===== src/rtl/core/assert_macros.svh =====
// Assertion macros shared by the weekly alarm matcher RTL.
// Included by every module that carries concurrent assertions; no other dependencies.
`ifndef ASSERT_MACROS_SVH
`define ASSERT_MACROS_SVH

// The property must hold at every rising clock edge outside reset.
`define ASSERT_AT(lbl, clk, rst_n, prop) \
	lbl: assert property (@(posedge clk) disable iff (!rst_n) prop) \
		else $error("assertion failed in %m");

// The condition must never be true at a rising clock edge outside reset.
`define ASSERT_NEVER(lbl, clk, rst_n, cond) \
	lbl: assert property (@(posedge clk) disable iff (!rst_n) !(cond)) \
		else $error("forbidden condition in %m");

`endif


===== src/rtl/core/wdram_pkg.sv =====
// Package for the weekly date range alarm matcher: constants, types and match functions.
// Used by every module in rtl/core; depends on nothing else.
`timescale 1ns / 1ps

package wdram_pkg;

	// Alarm storage and the number of alarms that are checked.
	localparam int ALARM_SLOTS = 8;
	localparam int NUM_ALARMS  = 8;
	localparam int IDX_W       = 3;

	// Configuration port.
	localparam int CFG_IDX_W  = 4;
	localparam int CFG_DATA_W = 45;

	// Field widths of a tick.
	localparam int HOUR_W   = 5;
	localparam int MINUTE_W = 6;
	localparam int WDAY_W   = 3;
	localparam int DAY_W    = 5;
	localparam int MONTH_W  = 4;
	localparam int PRESET_W = 8;

	// Special values.
	localparam logic [HOUR_W-1:0]   EVERY_HOUR  = 5'd24;
	localparam logic [DAY_W-1:0]    LAST_DAY    = 5'd31;
	localparam logic [MINUTE_W-1:0] MINUTE_NONE = 6'd63;
	localparam int                  ENABLE_BIT  = 0;

	// Match vector queue between the front and the back.
	localparam int QDEPTH = 4;
	localparam int QPTR_W = 2;
	localparam int QCNT_W = 3;

	// Packed alarm register, most significant field first.
	typedef struct packed {
		logic [DAY_W-1:0]    end_day;
		logic [DAY_W-1:0]    start_day;
		logic [MONTH_W-1:0]  end_month;
		logic [MONTH_W-1:0]  start_month;
		logic [MINUTE_W-1:0] minute;
		logic [HOUR_W-1:0]   hour;
		logic [7:0]          wday_mask;
		logic [PRESET_W-1:0] preset;
	} alarm_t;

	typedef logic [ALARM_SLOTS-1:0]               match_vec_t;
	typedef logic [ALARM_SLOTS-1:0][PRESET_W-1:0] preset_vec_t;

	// One beat into the queue.
	typedef struct packed {
		logic       valid;
		match_vec_t vec;
	} match_beat_t;

	// Queue status seen by the front and the back.
	typedef struct packed {
		logic full;
		logic nonempty;
	} q_stat_t;

	// True when the date lies inside the alarm's month/day range.
	function automatic logic date_in_range(
		input logic [MONTH_W-1:0] ms,
		input logic [MONTH_W-1:0] me_raw,
		input logic [DAY_W-1:0]   ds,
		input logic [DAY_W-1:0]   de_raw,
		input logic [MONTH_W-1:0] m,
		input logic [DAY_W-1:0]   d
	);
		logic [MONTH_W-1:0] me;
		logic [DAY_W-1:0]   de;
		logic               span;
		logic               r;
		me = (me_raw == '0) ? ms : me_raw;
		de = (de_raw == '0) ? LAST_DAY : de_raw;
		span = (ms < me) ? ((m > ms) && (m < me)) : ((m > ms) || (m < me));
		if ((ms == '0) || (ds == '0)) begin
			r = 1'b1;
		end else if (ms != me) begin
			if (span) begin
				r = 1'b1;
			end else if (m == ms) begin
				r = (d >= ds);
			end else if (m == me) begin
				r = (d <= de);
			end else begin
				r = 1'b0;
			end
		end else if (de < ds) begin
			// Whole year except the days strictly between end and start.
			r = (m != ms) || (d <= de) || (d >= ds);
		end else begin
			r = (m == ms) && (d >= ds) && (d <= de);
		end
		return r;
	endfunction

	// True when one alarm fires for the given tick.
	function automatic logic alarm_matches(
		input alarm_t              a,
		input logic [HOUR_W-1:0]   hr,
		input logic [MINUTE_W-1:0] mn,
		input logic [WDAY_W-1:0]   dow,
		input logic [DAY_W-1:0]    dom,
		input logic [MONTH_W-1:0]  mon
	);
		logic ok;
		ok = (a.preset != '0) && a.wday_mask[ENABLE_BIT] &&
			((a.hour == hr) || (a.hour == EVERY_HOUR)) && (a.minute == mn) &&
			(dow != '0) && a.wday_mask[dow];
		return ok && date_in_range(a.start_month, a.end_month, a.start_day, a.end_day,
			mon, dom);
	endfunction

	// Index of the lowest set bit; zero for an empty vector.
	function automatic logic [IDX_W-1:0] lowest_set(input match_vec_t v);
		logic [IDX_W-1:0] idx;
		idx = '0;
		for (int i = ALARM_SLOTS - 1; i >= 0; i--) begin
			if (v[i]) begin
				idx = IDX_W'(i);
			end
		end
		return idx;
	endfunction

endpackage


===== src/rtl/core/wdram_front.sv =====
// Front of the alarm matcher: alarm registers, minute change detection and match vector.
// Depends on wdram_pkg; feeds wdram_queue.
`timescale 1ns / 1ps

module wdram_front (
	input  logic                             clk,
	input  logic                             arst_n,
	input  logic                             cfg_wr_en,
	input  logic [wdram_pkg::CFG_IDX_W-1:0]  cfg_index,
	input  logic [wdram_pkg::CFG_DATA_W-1:0] cfg_wdata,
	input  logic                             push,
	input  wdram_pkg::q_stat_t               q_stat,
	input  logic [wdram_pkg::HOUR_W-1:0]     local_hour,
	input  logic [wdram_pkg::MINUTE_W-1:0]   local_minute,
	input  logic [wdram_pkg::WDAY_W-1:0]     day_of_week,
	input  logic [wdram_pkg::DAY_W-1:0]      day_of_month,
	input  logic [wdram_pkg::MONTH_W-1:0]    month_of_year,
	output wdram_pkg::match_beat_t           enq,
	output wdram_pkg::preset_vec_t           presets
);
	import wdram_pkg::*;

	alarm_t              alarm_q [ALARM_SLOTS];
	logic [MINUTE_W-1:0] prev_min_q;
	logic                accept;
	logic                new_min;
	match_vec_t          match;

	// Alarm register writes; indexes past the last slot are dropped.
	always_ff @(posedge clk or negedge arst_n) begin
		if (!arst_n) begin
			for (int i = 0; i < ALARM_SLOTS; i++) begin
				alarm_q[i] <= '0;
			end
		end else if (cfg_wr_en && (cfg_index < CFG_IDX_W'(ALARM_SLOTS))) begin
			alarm_q[cfg_index[IDX_W-1:0]] <= alarm_t'(cfg_wdata);
		end
	end

	assign accept  = push && !q_stat.full;
	assign new_min = (local_minute != prev_min_q);

	// Last minute seen; a tick with the same minute is ignored.
	always_ff @(posedge clk or negedge arst_n) begin
		if (!arst_n) begin
			prev_min_q <= MINUTE_NONE;
		end else if (accept) begin
			prev_min_q <= local_minute;
		end
	end

	// All alarms are checked side by side.
	always_comb begin
		for (int i = 0; i < ALARM_SLOTS; i++) begin
			match[i] = (i < NUM_ALARMS) && alarm_matches(alarm_q[i], local_hour,
				local_minute, day_of_week, day_of_month, month_of_year);
			presets[i] = alarm_q[i].preset;
		end
	end

	// Only ticks that fire at least one alarm enter the queue.
	assign enq.valid = accept && new_min && (match != '0);
	assign enq.vec   = match;

endmodule


===== src/rtl/core/wdram_queue.sv =====
// Short queue of match vectors between the front and the back of the alarm matcher.
// Depends on wdram_pkg and assert_macros.svh.
`timescale 1ns / 1ps
`include "assert_macros.svh"

module wdram_queue (
	input  logic                   clk,
	input  logic                   arst_n,
	input  wdram_pkg::match_beat_t enq,
	input  logic                   deq,
	output wdram_pkg::match_vec_t  head,
	output wdram_pkg::q_stat_t     stat
);
	import wdram_pkg::*;

	match_vec_t        mem_q [QDEPTH];
	logic [QPTR_W-1:0] wr_ptr_q;
	logic [QPTR_W-1:0] rd_ptr_q;
	logic [QCNT_W-1:0] count_q;

	// Storage entries carry no reset.
	always_ff @(posedge clk) begin
		if (enq.valid) begin
			mem_q[wr_ptr_q] <= enq.vec;
		end
	end

	// Pointers and fill count.
	always_ff @(posedge clk or negedge arst_n) begin
		if (!arst_n) begin
			wr_ptr_q <= '0;
			rd_ptr_q <= '0;
			count_q  <= '0;
		end else begin
			if (enq.valid) begin
				wr_ptr_q <= wr_ptr_q + QPTR_W'(1);
			end
			if (deq) begin
				rd_ptr_q <= rd_ptr_q + QPTR_W'(1);
			end
			count_q <= count_q + QCNT_W'(enq.valid) - QCNT_W'(deq);
		end
	end

	assign head          = mem_q[rd_ptr_q];
	assign stat.full     = (count_q == QCNT_W'(QDEPTH));
	assign stat.nonempty = (count_q != '0);

	`ASSERT_NEVER(a_no_overflow, clk, arst_n, enq.valid && stat.full)
	`ASSERT_NEVER(a_no_underflow, clk, arst_n, deq && !stat.nonempty)
	`ASSERT_AT(a_count_bound, clk, arst_n, count_q <= QCNT_W'(QDEPTH))

endmodule


===== src/rtl/core/wdram_back.sv =====
// Back of the alarm matcher: turns each match vector into result beats in index order.
// Depends on wdram_pkg and assert_macros.svh; reads from wdram_queue.
`timescale 1ns / 1ps
`include "assert_macros.svh"

module wdram_back (
	input  logic                            clk,
	input  logic                            arst_n,
	input  wdram_pkg::match_vec_t           head,
	input  wdram_pkg::q_stat_t              q_stat,
	input  wdram_pkg::preset_vec_t          presets,
	input  logic                            pop,
	output logic                            deq,
	output logic                            empty,
	output logic [wdram_pkg::PRESET_W-1:0]  preset_id,
	output logic [wdram_pkg::IDX_W-1:0]     alarm_index,
	output logic                            last_fire
);
	import wdram_pkg::*;

	match_vec_t          cur_q;
	logic                out_valid_q;
	logic [PRESET_W-1:0] out_preset_q;
	logic [IDX_W-1:0]    out_index_q;
	logic                out_last_q;
	logic                take;
	logic                has;
	logic                fire;
	logic                need_next;
	logic [IDX_W-1:0]    pick;
	match_vec_t          rest;
	match_vec_t          done_mask;

	// Output slot is free or being emptied this cycle.
	assign take = !out_valid_q || pop;
	assign has  = (cur_q != '0);
	assign fire = take && has;
	assign pick = lowest_set(cur_q);
	assign rest = cur_q & (cur_q - match_vec_t'(1));

	// Pull the next vector as soon as the current one is used up.
	assign need_next = !has || (fire && (rest == '0));
	assign deq       = need_next && q_stat.nonempty;

	always_ff @(posedge clk or negedge arst_n) begin
		if (!arst_n) begin
			cur_q       <= '0;
			out_valid_q <= 1'b0;
		end else begin
			if (deq) begin
				cur_q <= head;
			end else if (fire) begin
				cur_q <= rest;
			end
			if (take) begin
				out_valid_q <= fire;
			end
		end
	end

	// Result payload register.
	always_ff @(posedge clk) begin
		if (fire) begin
			out_preset_q <= presets[pick];
			out_index_q  <= pick;
			out_last_q   <= (rest == '0);
		end
	end

	assign empty       = !out_valid_q;
	assign preset_id   = out_preset_q;
	assign alarm_index = out_index_q;
	assign last_fire   = out_last_q;

	// Alarms at or below the shown index are already done.
	always_comb begin
		for (int i = 0; i < ALARM_SLOTS; i++) begin
			done_mask[i] = (IDX_W'(i) <= out_index_q);
		end
	end

	`ASSERT_AT(a_more_follow, clk, arst_n, out_valid_q && !out_last_q |-> has)
	`ASSERT_AT(a_index_order, clk, arst_n,
		out_valid_q && !out_last_q |-> (cur_q & done_mask) == '0)
	`ASSERT_AT(a_drain_after_last, clk, arst_n,
		out_valid_q && out_last_q && pop && !has |=> !out_valid_q)

endmodule


===== src/rtl/core/weekly_date_range_alarm_matcher.sv =====
// Top level of the weekly date range alarm matcher.
// Depends on wdram_pkg, wdram_front, wdram_queue and wdram_back.
`timescale 1ns / 1ps

// Usage:
// Time ticks enter through a queue-like port: a tick is taken at a rising edge
// with push high and full low. Results leave through a queue-like port: the
// oldest result sits on preset_id, alarm_index and last_fire while empty is
// low and is taken at a rising edge with pop high. Alarms are loaded through
// cfg_wr_en, cfg_index and cfg_wdata; the user must do so only while the block
// is idle, which the block does not enforce. A tick whose minute differs from
// the last one fires every matching alarm, one beat per alarm in index order,
// with last_fire on the final beat; a tick that fires nothing gives no beat.
// A tick's first beat passes the match queue, the back's vector register and its
// output register; results leave one per cycle while pop keeps the output free.
// A tick can be taken every cycle while the four-entry match queue has room.
// When pop stays low the back holds its result and the queue fills, then full
// rises. Reset clears all alarms, empties the queue and forgets the last minute.

module weekly_date_range_alarm_matcher (
	input  logic                             clk,
	input  logic                             arst_n,
	input  logic                             cfg_wr_en,
	input  logic [wdram_pkg::CFG_IDX_W-1:0]  cfg_index,
	input  logic [wdram_pkg::CFG_DATA_W-1:0] cfg_wdata,
	input  logic                             push,
	output logic                             full,
	input  logic [wdram_pkg::HOUR_W-1:0]     local_hour,
	input  logic [wdram_pkg::MINUTE_W-1:0]   local_minute,
	input  logic [wdram_pkg::WDAY_W-1:0]     day_of_week,
	input  logic [wdram_pkg::DAY_W-1:0]      day_of_month,
	input  logic [wdram_pkg::MONTH_W-1:0]    month_of_year,
	output logic                             empty,
	input  logic                             pop,
	output logic [wdram_pkg::PRESET_W-1:0]   preset_id,
	output logic [wdram_pkg::IDX_W-1:0]      alarm_index,
	output logic                             last_fire
);
	import wdram_pkg::*;

	match_beat_t enq;
	match_vec_t  head;
	q_stat_t     q_stat;
	preset_vec_t presets;
	logic        deq;

	// Front: alarm registers and matching.
	wdram_front u_front (
		.clk           (clk),
		.arst_n        (arst_n),
		.cfg_wr_en     (cfg_wr_en),
		.cfg_index     (cfg_index),
		.cfg_wdata     (cfg_wdata),
		.push          (push),
		.q_stat        (q_stat),
		.local_hour    (local_hour),
		.local_minute  (local_minute),
		.day_of_week   (day_of_week),
		.day_of_month  (day_of_month),
		.month_of_year (month_of_year),
		.enq           (enq),
		.presets       (presets)
	);

	// Queue of match vectors.
	wdram_queue u_queue (
		.clk    (clk),
		.arst_n (arst_n),
		.enq    (enq),
		.deq    (deq),
		.head   (head),
		.stat   (q_stat)
	);

	// Back: result beats.
	wdram_back u_back (
		.clk         (clk),
		.arst_n      (arst_n),
		.head        (head),
		.q_stat      (q_stat),
		.presets     (presets),
		.pop         (pop),
		.deq         (deq),
		.empty       (empty),
		.preset_id   (preset_id),
		.alarm_index (alarm_index),
		.last_fire   (last_fire)
	);

	assign full = q_stat.full;

endmodule

===== config.mk =====
export PLATFORM = sky130hd
export DESIGN_NAME = weekly_date_range_alarm_matcher
export DESIGN_NICKNAME = d
export VERILOG_FILES = /design/src/rtl/core/wdram_pkg.sv /design/src/rtl/core/wdram_front.sv /design/src/rtl/core/wdram_queue.sv /design/src/rtl/core/wdram_back.sv /design/src/rtl/core/weekly_date_range_alarm_matcher.sv
export VERILOG_INCLUDE_DIRS = /design/src /design/src/rtl/core
export SDC_FILE = /design/constraint.sdc
export NUM_CORES = 1
export LEC_CHECK = 0
export BUFFER_PORTS_ARGS = -buffer_cell sky130_fd_sc_hd__buf_2
export CORE_MARGIN = 2
export CORE_UTILIZATION = 37
export DETAILED_ROUTE_END_ITERATION = 10
export HOLD_SLACK_MARGIN = 0.15
export PLACE_DENSITY = 0.54
export SLEW_MARGIN = 30
export SYNTH_ARGS = -nofsm -noshare
export SYNTH_HDL_FRONTEND = slang
export SYNTH_HIERARCHICAL = 1
export SYNTH_SLANG_ARGS = --single-unit

===== constraint.sdc =====
create_clock -name clk -period 5.7 [get_ports clk]
set_input_delay 0.57 -clock clk [delete_from_list [all_inputs] [get_ports clk]]
set_output_delay 0.57 -clock clk [all_outputs]
set_load 0.1 [all_outputs]

==> results.md <==
- Synth Register Bits: ~430
- R2R depth: 18
- P_leak: 12.4 nW
- Mean routed wirelength per cell: approximately 21 um
- # IOs: 91
- Synth cell types: 86
- Vias in the first global route: 18,166
- CP peak stage delay: 0.47 ns
- Worst-path cell chain: nor4_1 > nor2b_1 > or2_2 > inv_1 > ha_1 > nand4_1 > o221a_2 > nor4b_1 > a21oi_1 > o21ai_1 > a31oi_1 > nor2_1 > or4b_1 > o31a_1 > ha_1 > fa_1 > xnor2_1 > xnor2_1
- CTS Root Cell: clkbuf_16
- Pre-CTS setup slack: 0.988 ns
- Std cell rows: 95
- Die Ht: 265 um
- WP data required: 6.19 ns
- Tcrit/Tclk final: 0.843
- CTS tree: built
- Max-cap violations: 0
- Post-Synth XOR/XNOR Area: 0.0334
- Final wirelength: roughly 65,000 um
- Clock sinks: 426
- Max Root-Sink Buffers: 3
- Ratio of cells with drive above 1 in the final layout: 0.269
- TritonCTS buffer count: 50
- Post-Syn Instances: 2,215
- Maximum number of pins on one net before global-route repair: 156
- Min Tclk post-route: between 4 and 5 ns
- Hold Path Cell Cnt: 3
- Max-slew headroom: 0.404
- Post-DP HPWL: 45,600 um
- Max IR drop VDD: 244 uV
- # setup viols final: 0
- Multiplexer share of the synthesized area: 0.171
- Nature of the critical path endpoint: flip-flop
- Most frequent cells in the layout: dfrtp_1 (376), mux2_2 (324), ha_1 (214)
- Worst-path clk slew: 0.06 ns
- H-tree Lvls: 2
- Die ar.: 70,100 sq um
- Mapped Nets: 2,507
- CTS resizes: 0
- Syn_area_per_cell: ~11 sq um
- DRC: 0
- Hold Crit Class: in -> reg
- Post-synthesis sequential area ratio: 0.433
- RSZ-0062 raised after global routing: false
- Total number of vias: 17,268
- Post-route antenna net violation count: 0
- Fin. Hold Viols: 0
- Post-synth EDFFs: 44
- Die X: 265 um
- Core ar.: 67,300 sq um
- Total power: 12.0 mW
- Setup TNS: 0 ns
- Post-Syn Area: 25,100 sq um
- Fin worst setup slack: ~0.89 ns
- Worst-Skew Late Latency: just over 0.6 ns
- CP arrival: about 5.3 ns
- Top_reg_cell synth: dfrtp_1
- TritonRoute pass-1 iters: 5
- GRT Overall Usage: 0.187
- Maximum fanout along the worst path: 8
- Post-DR vias/cell: 5.48
- Largest family of logic cells by synthesized area: multiplexers
- Post-Synth Simple-Gate Area: 0.104
- Max Freq: about 210 MHz
- CP max-delay cell: or4b_1
- Final count of pins violating max slew: 0
- Outcome: completed
- GPL Wtd Cong: 0.858
- Total congestion overflow: 0
- Most common cell after layout, fill and taps aside: dfrtp_1
- Initial DRC Count: ~920
- Starting density of the core: 0.374
- Worst Setup Path Type: reg -> reg
- PD cells: 429 nW/um^2
- Initial antenna violation count: 2
- Ys Warns: 6
- First-pass GRT wire length: 103,000 um
- Number of buffers added on ports: 90
- CP Launch Type: flip-flop
- Nets: 2,526
- Slew @ Worst Pin: 0.895 ns
- Worst clock skew: ~0.051 ns
- Area growth syn-to-layout: 10.7%
- Asr flop ratio synth: 0.897
- Compound-Gate Fraction of Synth Area: 0.0918
- Synth Area in Adders: 0.108
[per-stage QoR]
step	utilization	std cells	instance area [sq um]	hold slack, ns
after floorplan	-	2215	25100	0.274
after global placement	0.386	3054	26000	0.480
after detailed placement	0.386	3054	26000	0.488
after CTS	0.414	3149	27800	0.280
after global routing	0.414	3149	27800	0.311
final	0.414	3153	27800	0.311
[state kept, by name, indices dropped and copies added, names as in the netlist]
name and cells:
u_back/alarm_index 3, u_back/cur_q 8, u_back/last_fire 1, u_back/out_valid_q 1, u_back/preset_id 8, u_front/alarm_q 296
u_front/presets 64, u_front/prev_min_q 6, u_queue/count_q 3, u_queue/mem_q 32, u_queue/rd_ptr_q 2, u_queue/wr_ptr_q 2
[layout make-up]
class                      count  area, sq um
tap                          873         1090
sequential                   426        10900
clock buffer                  72         1530
inverter                     155          582
timing repair buffer         108          611
multi-input combinational   1493        12800
antenna                        4         10.0
clock inverter                22          340
fill                        6373        39400
[Yosys cell counts (all sizes together), types with 19 or more instances]
| cell type | count | area [sq um] |
|---|---|---|
| dfrtp | 376 | 9410 |
| mux2 | 324 | 3650 |
| ha | 214 | 2680 |
| inv | 155 | 582 |
| o21ai | 113 | 573 |
| buf | 102 | 733 |
| nand2 | 97 | 367 |
| a21oi | 85 | 433 |
| nor4 | 63 | 440 |
| nor2 | 61 | 229 |
| xnor2 | 52 | 455 |
| edfxtp | 44 | 1320 |
| xor2 | 44 | 385 |
| or2 | 42 | 263 |
| a211oi | 41 | 333 |
| clkbuf | 39 | 178 |
| nand4 | 39 | 244 |
| and3 | 35 | 219 |
| nor2b | 32 | 210 |
| a31oi | 30 | 188 |
| mux4 | 24 | 586 |
| nor3 | 23 | 120 |
| nand2b | 19 | 119 |
[metal layers]
layer / part of all wire / up-vias / global-route usage
met4: 0.027 / 2 / 0.0566
met1: 0.45 / 8759 / 0.245
met3: 0.040 / 99 / 0.0290
met2: 0.48 / 314 / 0.319
met5: 0.00015 / - / 0
li1: - / 8094 / -
[logic make-up after synthesis]
group	count (synthesis)
xor gates and xnor gates	96
buffers and inverters	296
and+or+nand+nor	466
AOI/OAI and AO/OA	360
adders and majority gates	217
DFF	426
muxes	354
[worst paths after layout]
check / startpoint / endpoint / slack, ns
max: u_front/alarm_q[265] / u_queue/count_q[2] / 0.89
min: pop / u_back/out_valid_q / 0.31
max reg2reg: u_front/alarm_q[265] / u_queue/count_q[2] / 0.89
min reg2reg: u_front/alarm_q[9] / u_front/alarm_q[9] / 0.50
max in group asynchronous: arst_n / u_front/alarm_q[331] / 3.81
min in group asynchronous: arst_n / u_queue/rd_ptr_q[0] / 0.59
[critical path, delay by kind of cell (launching register included)]
family	cells	cell delay, ns
AND/OR/NAND/NOR	7	1.86
AO/OA/AOI/OAI	5	1.08
adder cells (fa/ha/maj)	3	0.96
flip-flops	1	0.40
XOR/XNOR	2	0.33
buffers and inverters	1	0.04
[what timing repair did]
item | CTS | global route
buffers inserted | 0 | 0
endpoints found under the hold margin | 79 | 0
hold buffers | 1 | 0
[power breakdown]
group          internal [mW]  switching (mW)
combinational           1.68            2.30
sequential              3.81           0.609
clock                   2.19            1.36
(Power assumes the default switching activity.)
